## config.mk

```make
export PLATFORM = sky130hd
export DESIGN_NAME = dprk4_ctrl
export DESIGN_NICKNAME = d
export VERILOG_FILES = /design/src/hw/rtl/dprk4_pkg.sv /design/src/hw/rtl/dprk4_ctrl.sv
export SDC_FILE = /design/constraint.sdc
export NUM_CORES = 1
export LEC_CHECK = 0
export ABC_AREA = 0
export BUFFER_PORTS_ARGS = -buffer_cell sky130_fd_sc_hd__buf_2
export CAP_MARGIN = 20
export CORE_UTILIZATION = 53
export CTS_BUF_LIST = sky130_fd_sc_hd__clkbuf_4
export CTS_CLUSTER_SIZE = 10
export DETAILED_ROUTE_END_ITERATION = 12
export GPL_TIMING_DRIVEN = 0
export PLACE_DENSITY = 0.77
export SLEW_MARGIN = 20
export SYNTH_ARGS = -nofsm -noshare
export SYNTH_HDL_FRONTEND = slang
export SYNTH_SLANG_ARGS = --single-unit
```

## constraint.sdc

```tcl
create_clock -name i_clk -period 2 [get_ports i_clk]
set_input_delay 0.2 -clock i_clk [delete_from_list [all_inputs] [get_ports i_clk]]
set_output_delay 0.2 -clock i_clk [all_outputs]
set_load 0.03 [all_outputs]
```

## src/hw/rtl/dprk4_pkg.sv

```systemverilog
package dprk4_pkg;

    localparam int DATA_W  = 32;
    localparam int FRAC_W  = 24;
    localparam int CFG_W   = 31;
    localparam int COEF_W  = 31;
    localparam int DT_W    = 24;
    localparam int IDX_W   = 2;
    localparam int MUL_W   = 35;
    localparam int PROD_W  = 2 * MUL_W;
    localparam int ACC_W   = 36;
    localparam int WIDE_W  = 48;
    localparam int SIN_SH  = 30 - FRAC_W;
    localparam int SEQ_LEN = 23;
    localparam int CNT_W   = 5;
    localparam int DSEL_W  = 3;

    localparam logic [IDX_W-1:0] CFG_STIFF   = 2'd0;
    localparam logic [IDX_W-1:0] CFG_DAMPING = 2'd1;
    localparam logic [IDX_W-1:0] CFG_DT      = 2'd2;
    localparam logic [IDX_W-1:0] CFG_ENABLED = 2'd3;

    localparam logic [COEF_W-1:0] STIFF_RST = 31'd16777216;
    localparam logic [DT_W-1:0]   DT_RST    = 24'd16777;

    // 1/(2 pi) in Q0.32, pi/2 in Q2.30, 2^34/3 for the final divide by six
    localparam logic [29:0] INV_TWO_PI = 30'd683565276;
    localparam logic [30:0] HALF_PI    = 31'd1686629713;
    localparam logic [32:0] RECIP3     = 33'd5726623061;

    localparam logic [DSEL_W-1:0] DIV_110 = 3'd0;
    localparam logic [DSEL_W-1:0] DIV_72  = 3'd1;
    localparam logic [DSEL_W-1:0] DIV_42  = 3'd2;
    localparam logic [DSEL_W-1:0] DIV_20  = 3'd3;
    localparam logic [DSEL_W-1:0] DIV_6   = 3'd4;

    typedef enum logic [4:0] {
        OP_NOP, OP_LOAD, OP_INIT, OP_PHASE, OP_QUAD, OP_XSQ, OP_X2, OP_CORR,
        OP_TMUL, OP_VMUL, OP_SXT, OP_SIN, OP_DAMP, OP_DR, OP_KA, OP_KR,
        OP_DIVA, OP_FINA, OP_FINR, OP_OUT
    } t_op;

    typedef enum logic [2:0] {
        ST_IDLE, ST_RUN, ST_DIVA, ST_FINA, ST_FINR, ST_DONE
    } t_state;

    typedef struct packed {
        t_op               op;
        logic [DSEL_W-1:0] dsel;
        logic [1:0]        stage;
    } t_cmd;

    typedef struct packed {
        logic enabled;
    } t_status;

    typedef struct packed {
        t_op               op;
        logic [DSEL_W-1:0] dsel;
    } t_uop;

    // one rk4 stage: sine by taylor series, then the derivative and k terms
    function automatic t_uop seq_rom(input logic [CNT_W-1:0] idx);
        t_uop u;
        u.dsel = DIV_110;
        case (idx)
            5'd0:  u.op = OP_PHASE;
            5'd1:  u.op = OP_QUAD;
            5'd2:  u.op = OP_XSQ;
            5'd3:  u.op = OP_X2;
            5'd4:  u.op = OP_CORR;
            5'd5:  u.op = OP_TMUL;
            5'd6:  begin u.op = OP_VMUL; u.dsel = DIV_72; end
            5'd7:  begin u.op = OP_CORR; u.dsel = DIV_72; end
            5'd8:  u.op = OP_TMUL;
            5'd9:  begin u.op = OP_VMUL; u.dsel = DIV_42; end
            5'd10: begin u.op = OP_CORR; u.dsel = DIV_42; end
            5'd11: u.op = OP_TMUL;
            5'd12: begin u.op = OP_VMUL; u.dsel = DIV_20; end
            5'd13: begin u.op = OP_CORR; u.dsel = DIV_20; end
            5'd14: u.op = OP_TMUL;
            5'd15: begin u.op = OP_VMUL; u.dsel = DIV_6; end
            5'd16: begin u.op = OP_CORR; u.dsel = DIV_6; end
            5'd17: u.op = OP_SXT;
            5'd18: u.op = OP_SIN;
            5'd19: u.op = OP_DAMP;
            5'd20: u.op = OP_DR;
            5'd21: u.op = OP_KA;
            5'd22: u.op = OP_KR;
            default: u.op = OP_NOP;
        endcase
        return u;
    endfunction

    function automatic logic [6:0] div_const(input logic [DSEL_W-1:0] s);
        case (s)
            DIV_110: return 7'd110;
            DIV_72:  return 7'd72;
            DIV_42:  return 7'd42;
            DIV_20:  return 7'd20;
            DIV_6:   return 7'd6;
            default: return 7'd6;
        endcase
    endfunction

    // floor(2^32 / d), low by at most one after the shift
    function automatic logic [29:0] div_recip(input logic [DSEL_W-1:0] s);
        case (s)
            DIV_110: return 30'd39045157;
            DIV_72:  return 30'd59652323;
            DIV_42:  return 30'd102261126;
            DIV_20:  return 30'd214748364;
            DIV_6:   return 30'd715827882;
            default: return 30'd715827882;
        endcase
    endfunction

endpackage

```

## src/hw/rtl/dprk4_ctrl.sv

```systemverilog
module dprk4_ctrl
    import dprk4_pkg::*;
(
    input  logic    i_clk,
    input  logic    i_rst_n,
    input  logic    i_valid,
    input  logic    i_mode,
    output logic    o_stall,
    output logic    o_valid,
    input  logic    i_stall,
    input  t_status i_status,
    output t_cmd    o_cmd
);

    t_state             r_state, n_state;
    logic [CNT_W-1:0]   r_cnt, n_cnt;
    logic [1:0]         r_stage, n_stage;
    logic               r_o_valid, n_o_valid;
    logic               cap;
    t_uop               uop;

    assign cap     = (r_state == ST_DONE) && (!r_o_valid || !i_stall);
    assign uop     = seq_rom(r_cnt);
    assign o_stall = (r_state != ST_IDLE);
    assign o_valid = r_o_valid;

    always_comb begin
        n_state   = r_state;
        n_cnt     = r_cnt;
        n_stage   = r_stage;
        n_o_valid = cap ? 1'b1 : (r_o_valid & i_stall);
        case (r_state)
            ST_IDLE: begin
                n_cnt   = '0;
                n_stage = '0;
                if (i_valid) begin
                    if (i_mode || !i_status.enabled) begin
                        n_state = ST_DONE;
                    end else begin
                        n_state = ST_RUN;
                    end
                end
            end
            ST_RUN: begin
                if (r_cnt == CNT_W'(SEQ_LEN - 1)) begin
                    n_cnt = '0;
                    if (r_stage == 2'd3) begin
                        n_state = ST_DIVA;
                    end else begin
                        n_stage = r_stage + 2'd1;
                    end
                end else begin
                    n_cnt = r_cnt + CNT_W'(1);
                end
            end
            ST_DIVA: n_state = ST_FINA;
            ST_FINA: n_state = ST_FINR;
            ST_FINR: n_state = ST_DONE;
            ST_DONE: begin
                if (cap) begin
                    n_state = ST_IDLE;
                end
            end
            default: n_state = ST_IDLE;
        endcase
    end

    always_comb begin
        o_cmd.op    = OP_NOP;
        o_cmd.dsel  = uop.dsel;
        o_cmd.stage = r_stage;
        case (r_state)
            ST_IDLE: begin
                if (i_valid) begin
                    if (i_mode) begin
                        o_cmd.op = OP_LOAD;
                    end else if (i_status.enabled) begin
                        o_cmd.op = OP_INIT;
                    end
                end
            end
            ST_RUN:  o_cmd.op = uop.op;
            ST_DIVA: o_cmd.op = OP_DIVA;
            ST_FINA: o_cmd.op = OP_FINA;
            ST_FINR: o_cmd.op = OP_FINR;
            ST_DONE: begin
                if (cap) begin
                    o_cmd.op = OP_OUT;
                end
            end
            default: o_cmd.op = OP_NOP;
        endcase
    end

    always_ff @(posedge i_clk) begin
        if (!i_rst_n) begin
            r_state   <= ST_IDLE;
            r_cnt     <= '0;
            r_stage   <= '0;
            r_o_valid <= 1'b0;
        end else begin
            r_state   <= n_state;
            r_cnt     <= n_cnt;
            r_stage   <= n_stage;
            r_o_valid <= n_o_valid;
        end
    end

endmodule

```

# Word-level counts from Yosys, hierarchy flattened
# Index checks and enable logic that the tools add are counted.
dict set report op_classes {
  addsub 2
  eq_ne 33
  muxes 19
  bitwise_logic 1
  n_reduce_logical 19
}
# operator n
set ops {}
lappend ops {{$pmux W4 S13} 1}
lappend ops {{$eq A5 B4 Y1 const B} 8}
lappend ops {{$eq A5 B5 Y1 const B} 7}
lappend ops {{$pmux W5 S6} 1}
lappend ops {{$eq A5 B3 Y1 const B} 4}
lappend ops {{$pmux W3 S6} 1}
lappend ops {{$mux W3} 5}
lappend ops {{$pmux W3 S4} 1}
lappend ops {{$eq A5 B2 Y1 const B} 2}
lappend ops {{$mux W2} 5}
lappend ops {{$mux W5} 2}
lappend ops {{$ne A2 B2 Y1 const B} 5}
lappend ops {{$pmux W5 S2} 1}
lappend ops {{$reduce_or A2 Y1} 4}
lappend ops {{$reduce_or A4 Y1} 2}
lappend ops {{$eq A3 B2 Y1 const B} 2}
lappend ops {{$eq A3 B3 Y1 const B} 2}
lappend ops {{$add A5 B1 Y5 const B} 1}
lappend ops {{$eq A5 B1 Y1 const B} 1}
lappend ops {{$logic_not A5 Y1} 1}
lappend ops {{$reduce_or A5 Y1} 1}
lappend ops {{$pmux W2 S2} 1}
lappend ops {{$reduce_and A4 Y1} 1}
lappend ops {{$eq A3 B1 Y1 const B} 1}
lappend ops {{other kinds (11)} 14}
dict set report totals {
  regBits 11
  input_bits 6
  output_inout_bits 12
  wordCells 78
}

# Longest topological paths before layout
dict set report depth {
  ltp_word 5
  depth_mapped 8
  depth_no_buf 7
}

# Worst setup path before layout
# Ideal clock, no wire load.
dict set report synth_path {
  kind {flip-flop to output port}
  startpoint {register r_cnt[0]}
  endpoint {output port o_cmd[6] (netlist name)}
  t_arrival_ps 1899
  required_time_ps 1800
  slack_ps -99
  path_stages_with_launch 8
  n_path_buf 0
  cell_sequence {dfxtp_1 inv_1 ha_1 nor2_1 or3_1 a21oi_1 nor2_1 o21ai_0}
}
# item line
set synth_rtl {}
lappend synth_rtl {{start: declaration} dprk4_ctrl.sv:16} ;# logic [CNT_W-1:0] r_cnt, n_cnt;
lappend synth_rtl {{start signal: assignment} dprk4_ctrl.sv:103} ;# r_cnt <= n_cnt;
lappend synth_rtl {{end: declaration} dprk4_ctrl.sv:12} ;# output t_cmd o_cmd

==> metrics <==
outcome=complete, but fails checks; failing checks=negative setup slack; gr ovfl total=0; number of fillers in the final layout=150; CP top delay family=compound AO/OA/AOI/OAI gates; final hold vios=0; initial antenna violation count=0; hold path endpoint=r_state[1]$_SDFFE_PN0P_; Synth Warn #=0; dpl cell area=between 0.001 and 0.0015 mm^2; combinational cell fraction of total power=0.359; core area=0.00173 mm^2; max incr delay on CP=380 ps; Compound-Gate Fraction of Synth Area=0.274; sequential-to-total area share from yosys stat=0.225; port buffer count=17; largest family of logic cells by synthesized area=simple AND/OR/NAND/NOR gates; Cell Int Power=0.410 mW; WP buf/inv=2; CP Capture Type=primary output; switching share of power=0.337; Num CTS Buffers=3; pin count of the biggest net entering global routing=11; max-cap viol count=0; synthesis-to-finish area growth=29.8%; Die ar.=0.00202 mm^2; crit path kind=reg -> out; crit-path max FO=7; VDD IR max=0.000454 V; Final period util=1.00; Vias=1,079; H-tree Lvls=1; maximum clock path buffer count=2; first-pass GRT wire length=about 3700 um; clock skew=4.92 ps; reg2reg end=r_cnt[3]$_SDFFE_PN0P_; post-synth cell types=42; post-synthesis mux area share=0.0422; CTS clk-pin slew, worst paths=70 ps; mapped cell area=~980 um^2; ys async rst share=0; NetSw=0.208 mW; f_max=0.500 GHz; DR vias/cell=5.77; share of the synthesized area in the top cell type=0.225; Worst slew margin=0.749; nets@finish=approximately 180; xor and xnor area share after synthesis=0; top cells by count, synth=17 x nand2_1, 12 x o21ai_0, 11 x dfxtp_1, 11 x nor2_1, 9 x a21oi_1; HP Class=in -> reg; CP cell instances=inv_4 > ha_4 > nand2_1 > o22a_1 > o22ai_2 > nor3b_2 > o221ai_1 > buf_4; DRT iter0 DRCs=32; final worst slack=-1.70 ps; cell taking the most area after synthesis=dfxtp_1; Final Cell Area=0.00127 mm^2; GRT Overall Usage=0.244; RSZ-0062 raised after global routing=true; Hold Path Stages=2; leakage=about 0.51 nW; Initial Utilization=0.567; Mapped Nets=150; Most used DFF post-synth=dfxtp_1; drt wl/cell=12.8 um; drt drc=0; Worst-Skew Late Latency=approximately 260 ps; Hold Startpoint=i_rst_n; final wirelength=roughly 2400 um; CTS root buffer=clkbuf_4; min Tclk post-route=2000 ps; clock network power share=0.262; ant diodes=0; RR Startpoint=r_cnt[0]$_SDFFE_PN0P_; post-synthesis simple-gate area fraction=0.293; sequential share of power=0.380; pwr/cell area=487 mW/mm^2; Syn Area/Cell=7.09 um^2; DPL Wire Length=about 1600 um; TritonCTS Sinks=11; Worst Tran Pin Value=376 ps; CP startpoint kind=flip-flop; CP max-delay cell=dfxtp_4; Chip Height=between 40 and 50 um; critical path arrival=1800 ps; Synth Register Bits=11; TritonCTS clock tree=yes; Core Rows=15; Max Slew Vio Count=0; Worst Reg2Reg Path Length in Cells=6; final setup fails=1; layout cells sized above 1=0.309; worst path required time=1800 ps; I/O pin count=18; Area contributors post-synth=dfxtp_1 23%, ha_1 7.7%, nand2_1 6.5%, o21ai_0 6.1%, a21oi_1 4.6%; global placement routability congestion=0.835; Power Total=between 0.6 and 0.7 mW; reg-to-reg slack, setup=410 ps; post-route ant nets=0; most numerous cell in the Yosys netlist=nand2_1; Die X=around 45 um; cells after synthesis=138; Post-Synth Adder-Cell Area=0.0767; vias in the first global route=890; drt pass-1 iters=4; number of synthesized flops with an enable pin=0
## cell type report
| type | count | area, um^2 | area share |
|---|---|---|---|
| Multi-Input combinational cell | 108 | 742 | 0.584 |
| Tap cell | 25 | 31.3 | 0.0246 |
| Timing Repair Buffer | 24 | 148 | 0.116 |
| Clock buffer | 4 | 30.0 | 0.0236 |
| Sequential cell | 11 | 230 | 0.181 |
| Buffer | 7 | 52.6 | 0.0414 |
| Inverter | 8 | 36.3 | 0.0286 |
## worst max-delay path by stage
| stage | from | end | slack (ps) | cells after the start |
|---|---|---|---|---|
| floorplan | r_cnt[0]$_SDFFE_PN0P_ | o_cmd[5] | 30 | 8 |
| CTS | r_cnt[3]$_SDFFE_PN0P_ | o_cmd[5] | 0.4 | 8 |
| finish | r_cnt[1]$_SDFFE_PN0P_ | o_cmd[5] | -2 | 8 |
| global placement | r_cnt[0]$_SDFFE_PN0P_ | o_cmd[5] | 10 | 9 |
| global route | r_cnt[1]$_SDFFE_PN0P_ | o_cmd[5] | -60 | 8 |
| detailed placement | r_cnt[0]$_SDFFE_PN0P_ | o_cmd[5] | -20 | 9 |
## worst register-to-register path, delay by kind of cell, from the launching register on
| kind | cells | cell delay (ps) |
|---|---|---|
| DFF | 1 | 390 |
| buffers and inverters | 1 | 50 |
| adders and majority gates | 1 | 180 |
| and+or+nand+nor | 3 | 740 |
| AOI/OAI and AO/OA | 1 | 180 |
## cells by family after synthesis
logic type	count (synthesis)
multiplexers	4
AND/OR/NAND/NOR	56
AO/OA/AOI/OAI	42
adder cells (fa/ha/maj)	6
buffers and inverters	19
flip-flops	11
## state kept, by name (all words and copies together) (netlist names)
name     flops
o_valid      1
r_stage      2
r_state      3
r_cnt        5
## per-stage QoR
step	std cells	utilization	TNS, ps	hold WS [ps]	setup slack, ps
floorplan	138	-	0	364	32.9
global placement	180	0.634	0	487	10.2
detailed placement	180	0.634	-19.0	499	-19.0
CTS	188	0.734	0	219	0.409
global route	187	0.736	-100	221	-64.0
finish	187	0.736	-1.70	215	-1.70
## power groups by stage
| stage | Sequential [mW] | Combinational, mW | Clock (mW) |
|---|---|---|---|
| final | 0.235 | 0.222 | 0.162 |
| after global routing | 0.236 | 0.241 | 0.176 |
| after CTS | 0.235 | 0.217 | 0.164 |
| after detailed placement | 0.238 | 0.189 | 0 |
| after global placement | 0.238 | 0.186 | 0 |
| after floorplan | 0.238 | 0.144 | 0 |
## cells in the final DEF, fill, tap and decap left out, types with 2 or more instances in the layout
| cell | instances |
|---|---|
| clkbuf_4 | 4 |
| nand2b_1 | 5 |
| o21ai_1 | 3 |
| dfxtp_4 | 2 |
| a21oi_1 | 7 |
| buf_4 | 11 |
| dfxtp_2 | 2 |
| inv_4 | 2 |
| ha_4 | 4 |
| nor3_1 | 3 |
| nor2b_1 | 4 |
| o31ai_1 | 2 |
| inv_1 | 5 |
| dfxtp_1 | 7 |
| a22oi_1 | 2 |
| mux2i_1 | 3 |
| o22ai_1 | 2 |
| clkbuf_1 | 3 |
| nor2_1 | 11 |
| buf_6 | 2 |
| and2_1 | 4 |
| nand3b_1 | 2 |
| nand3_1 | 3 |
| a21oi_2 | 2 |
| buf_2 | 14 |
| o21ai_0 | 10 |
| nand2_1 | 17 |
| a221oi_1 | 2 |
## routing by layer
metal	vias up	GRT usage	share of wire
met3	2	0.0240	0.035
met1	508	0.314	0.45
met4	0	0.0727	0.0071
met2	31	0.429	0.51
li1	538	-	-
met5	-	0	0
## repair_timing
action	4_1_cts	5_1_grt
hold buffers	0	0
endpoints found under the setup margin	4	4
pin swaps	4	3
hold endpoints to repair	0	0
buffers inserted	7	0
resized for setup	29	7
Note: power is estimated with default switching activity, not from simulation.
